==> src/rtl/ghb_pkg.sv <==
package ghb_pkg;

	localparam int PIX_W         = 8;
	localparam int IMG_W         = 13;
	localparam int HALF_W        = 4;
	localparam int COEF_W        = 16;
	localparam int COEF_BITS     = 16;
	localparam int FRAC_BITS     = COEF_BITS - 2;
	localparam int DATA_W        = 64;
	localparam int ADDR_W        = 5;
	localparam int REG_IDX_W     = 2;
	localparam int MAX_HALF_DEF  = 8;
	localparam int MAX_WIDTH_DEF = 4096;

	// register map, 8 bytes apart
	typedef enum logic [REG_IDX_W-1:0] {
		REG_IMAGE_WIDTH = 2'd0,
		REG_HALF_WIDTH  = 2'd1,
		REG_COEF_0      = 2'd2,
		REG_COEF_1      = 2'd3
	} reg_idx_t;

	localparam logic [IMG_W-1:0]  IMAGE_WIDTH_RST = 13'd4096;
	localparam logic [HALF_W-1:0] HALF_WIDTH_RST  = 4'd3;
	localparam logic [DATA_W-1:0] COEF_0_RST      = 64'd3801305848200;
	localparam logic [DATA_W-1:0] COEF_1_RST      = 64'd0;

	typedef struct packed {
		logic [PIX_W-1:0] in_red;
		logic [PIX_W-1:0] in_green;
		logic [PIX_W-1:0] in_blue;
	} in_word_t;

	typedef struct packed {
		logic [PIX_W-1:0] out_red;
		logic [PIX_W-1:0] out_green;
		logic [PIX_W-1:0] out_blue;
		logic             last_of_run;
		logic             row_done;
	} out_word_t;

	typedef struct packed {
		logic [IMG_W-1:0]  image_width;
		logic [HALF_W-1:0] half_width;
		logic [DATA_W-1:0] coef_0;
		logic [DATA_W-1:0] coef_1;
	} cfg_t;

	typedef struct packed {
		logic accept;
		logic step;
		logic finish;
	} cmd_t;

	typedef struct packed {
		logic has_result;
		logic tap_last;
		logic run_last;
		logic out_busy;
	} status_t;

	// weight of the tap at distance idx; taps past seven weigh zero
	function automatic logic [COEF_W-1:0] tap_weight(input logic [DATA_W-1:0] c0,
			input logic [DATA_W-1:0] c1, input logic [7:0] idx);
		logic [DATA_W-1:0] word;
		word = idx[2] ? c1 : c0;
		if (idx > 8'd7) begin
			tap_weight = '0;
		end else begin
			tap_weight = word[{idx[1:0], 4'b0000} +: COEF_W];
		end
	endfunction

endpackage

==> src/rtl/ghb_regs.sv <==
module ghb_regs (
	input  logic                        clk,
	input  logic                        arst_n,
	input  logic                        psel,
	input  logic                        penable,
	input  logic                        pwrite,
	input  logic [ghb_pkg::ADDR_W-1:0]  paddr,
	input  logic [ghb_pkg::DATA_W-1:0]  pwdata,
	output logic [ghb_pkg::DATA_W-1:0]  prdata,
	output logic                        pready,
	output ghb_pkg::cfg_t               cfg
);
	import ghb_pkg::*;

	logic [IMG_W-1:0]  image_width_q;
	logic [HALF_W-1:0] half_width_q;
	logic [DATA_W-1:0] coef_0_q;
	logic [DATA_W-1:0] coef_1_q;
	reg_idx_t          idx;
	logic              wr;

	assign idx    = reg_idx_t'(paddr[ADDR_W-1:3]);
	assign pready = 1'b1;
	assign wr     = psel & penable & pwrite & pready;

	always_ff @(posedge clk or negedge arst_n) begin
		if (!arst_n) begin
			image_width_q <= IMAGE_WIDTH_RST;
			half_width_q  <= HALF_WIDTH_RST;
			coef_0_q      <= COEF_0_RST;
			coef_1_q      <= COEF_1_RST;
		end else if (wr) begin
			unique case (idx)
				REG_IMAGE_WIDTH: image_width_q <= pwdata[IMG_W-1:0];
				REG_HALF_WIDTH:  half_width_q  <= pwdata[HALF_W-1:0];
				REG_COEF_0:      coef_0_q      <= pwdata;
				REG_COEF_1:      coef_1_q      <= pwdata;
				default: ;
			endcase
		end
	end

	always_comb begin
		unique case (idx)
			REG_IMAGE_WIDTH: prdata = DATA_W'(image_width_q);
			REG_HALF_WIDTH:  prdata = DATA_W'(half_width_q);
			REG_COEF_0:      prdata = coef_0_q;
			REG_COEF_1:      prdata = coef_1_q;
			default:         prdata = '0;
		endcase
	end

	assign cfg = '{image_width: image_width_q, half_width: half_width_q,
			coef_0: coef_0_q, coef_1: coef_1_q};

endmodule

==> src/rtl/ghb_dpath.sv <==
module ghb_dpath #(
	parameter int MAX_HALF  = ghb_pkg::MAX_HALF_DEF,
	parameter int MAX_WIDTH = ghb_pkg::MAX_WIDTH_DEF
) (
	input  logic                clk,
	input  logic                arst_n,
	input  ghb_pkg::cfg_t       cfg,
	input  ghb_pkg::cmd_t       cmd,
	output ghb_pkg::status_t    status,
	input  ghb_pkg::in_word_t   in_word,
	output logic                out_valid,
	input  logic                out_stall,
	output ghb_pkg::out_word_t  out_word
);
	import ghb_pkg::*;

	localparam int WIN_DEPTH = 2 * MAX_HALF - 1;
	localparam int IDX_W     = (WIN_DEPTH > 1) ? $clog2(WIN_DEPTH) : 1;
	localparam int KW        = IDX_W + 2;
	localparam int H_W       = $clog2(MAX_HALF + 1);
	localparam int HC_W      = (H_W > HALF_W) ? H_W : HALF_W;
	localparam int CNT_W     = (MAX_WIDTH > 1) ? $clog2(MAX_WIDTH) : 1;
	localparam int CMP_W     = ((CNT_W > IMG_W) ? CNT_W : IMG_W) + 1;
	localparam int PROD_W    = PIX_W + COEF_W;
	localparam int ACC_W     = PROD_W + $clog2(WIN_DEPTH + 1);
	localparam int RND_W     = ACC_W + 1;
	localparam logic [RND_W-1:0] RND_HALF = RND_W'(1) << (FRAC_BITS - 1);

	// pixel window, newest at 0
	in_word_t          win_q [WIN_DEPTH];
	logic [CNT_W-1:0]  col_q;
	logic [IDX_W-1:0]  xs_q;
	logic [IDX_W-1:0]  lag_q;
	logic [IDX_W-1:0]  hm1_q;
	logic              row_end_q;
	logic [IDX_W-1:0]  t_q;
	logic [ACC_W-1:0]  acc_q [3];
	logic              out_valid_q;
	out_word_t         out_word_q;

	logic [CMP_W-1:0]  w_raw, w_one, w_eff, x_ext;
	logic [HC_W-1:0]   h_raw, h_one, h_eff;
	logic [IDX_W-1:0]  hm1_new, xs_new, lag_new;
	logic              row_end;
	logic signed [KW-1:0] k_raw, tap_ofs;
	logic [KW-1:0]     dabs;
	logic [IDX_W-1:0]  k_sel;
	logic [COEF_W-1:0] weight;
	in_word_t          pix;
	logic [PIX_W-1:0]  ch   [3];
	logic [PROD_W-1:0] prod [3];
	logic [RND_W-1:0]  rnd  [3];
	logic [PIX_W-1:0]  sat  [3];
	logic              lag_zero, run_last, tap_last;

	// row geometry from registers, clamped to the supported range
	always_comb begin
		w_raw   = CMP_W'(cfg.image_width);
		w_one   = (w_raw == '0) ? CMP_W'(1) : w_raw;
		w_eff   = (w_one > CMP_W'(MAX_WIDTH)) ? CMP_W'(MAX_WIDTH) : w_one;
		x_ext   = CMP_W'(col_q);
		row_end = x_ext >= (w_eff - CMP_W'(1));
		h_raw   = HC_W'(cfg.half_width);
		h_one   = (h_raw == '0) ? HC_W'(1) : h_raw;
		h_eff   = (h_one > HC_W'(MAX_HALF)) ? HC_W'(MAX_HALF) : h_one;
		hm1_new = IDX_W'(h_eff - HC_W'(1));
		xs_new  = (x_ext > CMP_W'(WIN_DEPTH - 1)) ? IDX_W'(WIN_DEPTH - 1)
				: x_ext[IDX_W-1:0];
		lag_new = (row_end && (x_ext < CMP_W'(hm1_new))) ? x_ext[IDX_W-1:0] : hm1_new;
	end

	// window index of the current tap, with edge replication
	always_comb begin
		k_raw = $signed(KW'(lag_q)) + $signed(KW'(hm1_q)) - $signed(KW'(t_q));
		if (k_raw < 0) begin
			k_sel = '0;
		end else if (k_raw > $signed(KW'(xs_q))) begin
			k_sel = xs_q;
		end else begin
			k_sel = k_raw[IDX_W-1:0];
		end
		tap_ofs = $signed(KW'(t_q)) - $signed(KW'(hm1_q));
		dabs    = (tap_ofs < 0) ? KW'(-tap_ofs) : KW'(tap_ofs);
		weight  = tap_weight(cfg.coef_0, cfg.coef_1, 8'(dabs));
		pix     = win_q[k_sel];
	end

	always_comb begin
		ch[0] = pix.in_red;
		ch[1] = pix.in_green;
		ch[2] = pix.in_blue;
		for (int i = 0; i < 3; i++) begin
			prod[i] = PROD_W'(ch[i]) * PROD_W'(weight);
			rnd[i]  = (RND_W'(acc_q[i]) + RND_HALF) >> FRAC_BITS;
			sat[i]  = (rnd[i] > RND_W'(255)) ? 8'hFF : rnd[i][PIX_W-1:0];
		end
	end

	assign lag_zero = (lag_q == '0);
	assign run_last = !row_end_q || lag_zero;
	assign tap_last = ({1'b0, t_q} == {hm1_q, 1'b0});

	always_ff @(posedge clk or negedge arst_n) begin
		if (!arst_n) begin
			col_q       <= '0;
			t_q         <= '0;
			out_valid_q <= 1'b0;
		end else begin
			if (cmd.accept) begin
				col_q <= row_end ? '0 : col_q + CNT_W'(1);
			end
			if (cmd.accept || cmd.finish || (cmd.step && tap_last)) begin
				t_q <= '0;
			end else if (cmd.step) begin
				t_q <= t_q + IDX_W'(1);
			end
			if (cmd.finish) begin
				out_valid_q <= 1'b1;
			end else if (!out_stall) begin
				out_valid_q <= 1'b0;
			end
		end
	end

	always_ff @(posedge clk) begin
		if (cmd.accept) begin
			win_q[0] <= in_word;
			for (int i = 1; i < WIN_DEPTH; i++) begin
				win_q[i] <= win_q[i-1];
			end
			xs_q      <= xs_new;
			lag_q     <= lag_new;
			hm1_q     <= hm1_new;
			row_end_q <= row_end;
		end
		if (cmd.step) begin
			for (int i = 0; i < 3; i++) begin
				acc_q[i] <= (t_q == '0) ? ACC_W'(prod[i]) : acc_q[i] + ACC_W'(prod[i]);
			end
		end
		if (cmd.finish) begin
			out_word_q <= '{out_red: sat[0], out_green: sat[1], out_blue: sat[2],
					last_of_run: run_last, row_done: row_end_q && lag_zero};
			if (!run_last) begin
				lag_q <= lag_q - IDX_W'(1);
			end
		end
	end

	assign status = '{has_result: row_end || (x_ext >= CMP_W'(hm1_new)),
			tap_last: tap_last, run_last: run_last,
			out_busy: out_valid_q && out_stall};

	assign out_valid = out_valid_q;
	assign out_word  = out_word_q;

endmodule

==> src/rtl/ghb_ctrl.sv <==
module ghb_ctrl (
	input  logic              clk,
	input  logic              arst_n,
	input  logic              in_valid,
	output logic              in_stall,
	input  ghb_pkg::status_t  status,
	output ghb_pkg::cmd_t     cmd
);
	import ghb_pkg::*;

	typedef enum logic [2:0] {
		S_IDLE = 3'b001,
		S_ACC  = 3'b010,
		S_FIN  = 3'b100
	} state_t;

	state_t state_q, state_d;

	always_comb begin
		state_d = state_q;
		cmd     = '0;
		unique case (state_q)
			S_IDLE: begin
				cmd.accept = in_valid;
				if (in_valid && status.has_result) begin
					state_d = S_ACC;
				end
			end
			S_ACC: begin
				cmd.step = 1'b1;
				if (status.tap_last) begin
					state_d = S_FIN;
				end
			end
			S_FIN: begin
				if (!status.out_busy) begin
					cmd.finish = 1'b1;
					state_d    = status.run_last ? S_IDLE : S_ACC;
				end
			end
			default: state_d = S_IDLE;
		endcase
	end

	always_ff @(posedge clk or negedge arst_n) begin
		if (!arst_n) begin
			state_q <= S_IDLE;
		end else begin
			state_q <= state_d;
		end
	end

	assign in_stall = (state_q != S_IDLE);

endmodule

==> src/rtl/gaussian_horizontal_blur_rgb_top.sv <==
// channel  | handshake            | payload
// ---------+----------------------+--------------------------------------------
// in       | in_valid / in_stall  | in_word  : in_red, in_green, in_blue
// out      | out_valid / out_stall| out_word : out_red/green/blue, last_of_run, row_done
// config   | psel/penable/pwrite  | paddr (8 bytes per register), pwdata/prdata
//
// An input word is taken while the sequencer is idle. Each result then takes
// 2h-1 taps through the shared 3-channel multiply-accumulate, one tap a cycle,
// then a finish step that rounds and loads the output register. So a word
// gives no result, one result, or n results at a row end (n up to h).
// Output stalls hold the sequencer in the finish step only.
// Reset is asynchronous, active low; the pixel window needs no clearing since
// only pixels of the current row are ever read.
module gaussian_horizontal_blur_rgb_top #(
	parameter int MAX_HALF  = ghb_pkg::MAX_HALF_DEF,
	parameter int MAX_WIDTH = ghb_pkg::MAX_WIDTH_DEF
) (
	input  logic                        clk,
	input  logic                        arst_n,
	input  logic                        psel,
	input  logic                        penable,
	input  logic                        pwrite,
	input  logic [ghb_pkg::ADDR_W-1:0]  paddr,
	input  logic [ghb_pkg::DATA_W-1:0]  pwdata,
	output logic [ghb_pkg::DATA_W-1:0]  prdata,
	output logic                        pready,
	input  logic                        in_valid,
	output logic                        in_stall,
	input  ghb_pkg::in_word_t           in_word,
	output logic                        out_valid,
	input  logic                        out_stall,
	output ghb_pkg::out_word_t          out_word
);
	import ghb_pkg::*;

	cfg_t    cfg;
	cmd_t    cmd;
	status_t status;

	// register file; the user must write it only while the block is idle, the block itself does not enforce it
	ghb_regs u_regs (
		.clk     (clk),
		.arst_n  (arst_n),
		.psel    (psel),
		.penable (penable),
		.pwrite  (pwrite),
		.paddr   (paddr),
		.pwdata  (pwdata),
		.prdata  (prdata),
		.pready  (pready),
		.cfg     (cfg)
	);

	// sequencer: idle -> taps -> finish, repeated for each result of a word
	ghb_ctrl u_ctrl (
		.clk      (clk),
		.arst_n   (arst_n),
		.in_valid (in_valid),
		.in_stall (in_stall),
		.status   (status),
		.cmd      (cmd)
	);

	// window, column tracking, MAC and output register
	ghb_dpath #(
		.MAX_HALF  (MAX_HALF),
		.MAX_WIDTH (MAX_WIDTH)
	) u_dpath (
		.clk       (clk),
		.arst_n    (arst_n),
		.cfg       (cfg),
		.cmd       (cmd),
		.status    (status),
		.in_word   (in_word),
		.out_valid (out_valid),
		.out_stall (out_stall),
		.out_word  (out_word)
	);

endmodule

==> config.mk <==
export PLATFORM = sky130hd
export DESIGN_NAME = gaussian_horizontal_blur_rgb_top
export DESIGN_NICKNAME = d
export VERILOG_FILES = /design/src/rtl/ghb_pkg.sv /design/src/rtl/ghb_regs.sv /design/src/rtl/ghb_dpath.sv /design/src/rtl/ghb_ctrl.sv /design/src/rtl/gaussian_horizontal_blur_rgb_top.sv
export SDC_FILE = /design/constraint.sdc
export NUM_CORES = 2
export LEC_CHECK = 0
export ABC_AREA = 1
export BUFFER_PORTS_ARGS = -buffer_cell sky130_fd_sc_hd__clkbuf_2
export CORE_ASPECT_RATIO = 1.25
export CORE_MARGIN = 1
export CORE_UTILIZATION = 45
export CTS_CLUSTER_DIAMETER = 100
export CTS_CLUSTER_SIZE = 16
export DETAILED_ROUTE_END_ITERATION = 10
export PLACE_DENSITY = 0.68
export SLEW_MARGIN = 20
export SYNTH_ARGS = -nofsm -noshare
export SYNTH_HDL_FRONTEND = slang
export SYNTH_SLANG_ARGS = --single-unit
==> constraint.sdc <==
create_clock -name clk -period 26.9 [get_ports clk]
set_clock_uncertainty 0.1 [all_clocks]
set_input_delay 1.345 -clock clk [delete_from_list [all_inputs] [get_ports clk]]
set_output_delay 1.345 -clock clk [all_outputs]
set_load 0.05 [all_outputs]
==> impl_metrics.json <==
{
  "ys_seq_elements": 648,
  "synth_compound_gate_area_share": 0.113,
  "final_util": 0.487,
  "synthSimpleGateAreaFrac": 0.178,
  "finalNetCount": 5665,
  "synth_edf_count": 479,
  "synth_top_area_frac": 0.319,
  "hold_buffers": 0,
  "hold_viol_final": 0,
  "cts_setup_buffers": 0,
  "port_buffers": 188,
  "via_count": 35300,
  "crit_required_ns": 27.20,
  "hold-path-cell-count": 0,
  "avgRoutedWirePerCell_um": 18.0,
  "clkLatencyLatePin_ns": 0.65,
  "start_kind": "flop",
  "synthDistinctLibCells": 62,
  "synth_top_area_cell": "edfxtp_1",
  "crit_top_cell": "inv_1",
  "track_usage": 0.226,
  "max_cap_violations": 0,
  "cts-htree-levels": 2,
  "fillers": 9410,
  "endpoint_kind": "flop",
  "postSynth.asyncResetShare": 0.255,
  "synth_cells": 5005,
  "max_stage_delay_ns": 0.91,
  "syn_area_per_cell_um2": 9.00,
  "period_share": 0.521,
  "synthAdderAreaFrac": 0.185,
  "dp.final_hpwl_mm": 80.2,
  "min_from": "u_dpath.win_q[11][17]",
  "synth_mux_area_frac": 0.00225,
  "synthXorXnorAreaFrac": 0.0247,
  "path_clk_slew_ns": 0.08,
  "yosysSeqAreaShare": 0.413,
  "grt_pass1_vias": 34700,
  "pre_cts_slack_ns": 13.01,
  "start_util": 0.455,
  "synthTopCellsByCount": "821 x nand2_1, 681 x inv_1, 479 x edfxtp_1",
  "cts-buffers-inserted": 48,
  "synthesis.area_mm2": 0.0450,
  "worstHoldEndpoint": "u_dpath.win_q[12][17]",
  "worstSetupPathType": "flop to flop",
  "yosys.cell_count.top_type": "nand2_1",
  "finalSetupViolations": 0,
  "r2r_end": "u_dpath.acc_q[0][55]",
  "synth_top_family_by_area": "adder cells",
  "rr_worst_depth": 50,
  "wl_mm": 115,
  "slew_viol_final": 0,
  "whs_ns": 0.334,
  "yosysWarnings": 0,
  "crit_arrival_ns": 14.30,
  "setup_ws_ns": 12.90,
  "drive_gt1_frac": 0.0764,
  "drc": 0,
  "firstDrtPassIters": 7,
  "cts_tree": "done",
  "io_pins": 193,
  "area_delta_synth_final_pct": 7.15,
  "ys_top_cells_by_area": "edfxtp_1 32%, fa_1 12%, dfrtp_1 7.8%, ha_1 6.9%, nand2_1 6.8%",
  "grt.overflow.total": 0,
  "cts-root-buf": "clkbuf_16",
  "clkSinkCount": 648,
  "critPathSlowestCell": "nand3_4",
  "rows": 129,
  "setup_tns_ns": 0,
  "rsz0062_at_grt": "false",
  "gp_congestion": 0.880,
  "fmax_ghz": 0.0714,
  "slew_headroom": 0.245,
  "vias_per_cell": 5.52,
  "clockBufferDepth": 3,
  "die_w_um": 285,
  "fp.coreArea_mm2": 0.0991,
  "drt_iter0_markers": 3059,
  "hold_class": "flop to flop",
  "min_period_ns": 14.00,
  "grt_max_degree": 136,
  "die_area_mm2": 0.101,
  "worst_pin_slew_ns": 1.13,
  "status": "finished clean",
  "r2r_slack_ns": 12.90,
  "grt_first_pass_wirelength_mm": 185,
  "cp_max_fo": 91,
  "antenna_found_initial": 2,
  "worstReg2RegStart": "u_dpath.t_q[2]",
  "drtAntennaViolNets": 0,
  "chipHeight_um": 356,
  "synthFlopType": "edfxtp_1",
  "cts-resized-gates": 0
}
[through the flow]
step	cell area (µm²)	cells
after CTS	48300	6387
after detailed placement	46900	6315
final	48300	6390
after global placement	46900	6315
after floorplan	45000	5006
after global routing	48300	6389
[per-layer routing]
metal | up-vias | global-route usage | part of all wire
met5 | - | 0 | 0
met4 | 0 | 0.0867 | 0.038
met3 | 236 | 0.0281 | 0.055
met2 | 1072 | 0.384 | 0.48
met1 | 17100 | 0.294 | 0.42
li1 | 16900 | - | -
[cell families after synthesis]
group | Yosys count
xor gates and xnor gates | 125
buffers and inverters | 923
and+or+nand+nor | 1861
adders and majority gates | 510
muxes | 9
other | 2
DFF | 648
AOI/OAI and AO/OA | 927
[placed cells by master (no fill, tap or decap), drive strengths merged, types with 5 or more instances in the layout]
cell type	count
dfstp	25
or2	23
clkbuf	251
o221ai	9
o31ai	5
a21boi	9
a21o	6
o2111ai	6
nor2	478
inv	693
o211ai	57
fa	260
nand4	136
dfrtp	140
o22ai	51
a211oi	10
o21ai	437
nand2	832
o21bai	6
mux2	9
nor3b	8
buf	43
a21oi	303
edfxtp	479
clkinv	5
nor3	19
xnor2	45
a31oi	17
xor2	80
nand3	336
nor4	17
ha	250
[how the worst max path moves through the flow]
| stage | startpoint | to | slack (ns) | cells past startpoint |
|---|---|---|---|---|
| after floorplan | in_valid | u_dpath.col_q[0] | 14.14 | 4 |
| after global placement | u_dpath.t_q[2] | u_dpath.acc_q[0][55] | 13.17 | 50 |
| after detailed placement | u_dpath.t_q[2] | u_dpath.acc_q[0][55] | 13.01 | 50 |
| after CTS | u_dpath.t_q[2] | u_dpath.acc_q[0][55] | 13.00 | 50 |
| after global routing | u_dpath.t_q[2] | u_dpath.acc_q[0][54] | 11.82 | 50 |
| final | u_dpath.t_q[2] | u_dpath.acc_q[0][55] | 12.90 | 50 |
[state kept, by name (all words and copies together), names as in the netlist]
name                  cells
u_regs.coef_0_q          64
u_dpath.lag_q             4
u_dpath.acc_q            84
u_dpath.t_q               4
u_dpath.hm1_q             4
u_dpath.out_word         26
u_dpath.col_q            12
u_dpath.out_valid         1
u_dpath.row_end_q         1
u_regs.half_width_q       4
u_ctrl.state_q            3
u_dpath.xs_q              4
u_dpath.win_q           360
u_regs.image_width_q     13
u_regs.coef_1_q          64
[worst max-delay path, delay by kind of cell (launching register included)]
family | cells | cell delay (ns)
XOR/XNOR | 2 | 0.39
flip-flops | 1 | 0.47
buffers and inverters | 9 | 2.27
adder cells (fa/ha/maj) | 9 | 3.84
AND/OR/NAND/NOR | 18 | 4.28
AO/OA/AOI/OAI | 12 | 2.23
[cell type report]
type,instances,area (µm²),share of cell area
clock buffers,64,1260,0.0261
multi-input cells,3435,22700,0.471
well taps,1310,1640,0.0340
diodes,3,7.51,0.000156
repair buffers,230,1270,0.0262
flip-flops and latches,648,18600,0.386
clock inverters,8,125,0.00259
inverters,692,2610,0.0540
Power is not shown: default switching activity piles up to over one toggle a cycle in this logic, so the estimate is an artifact.
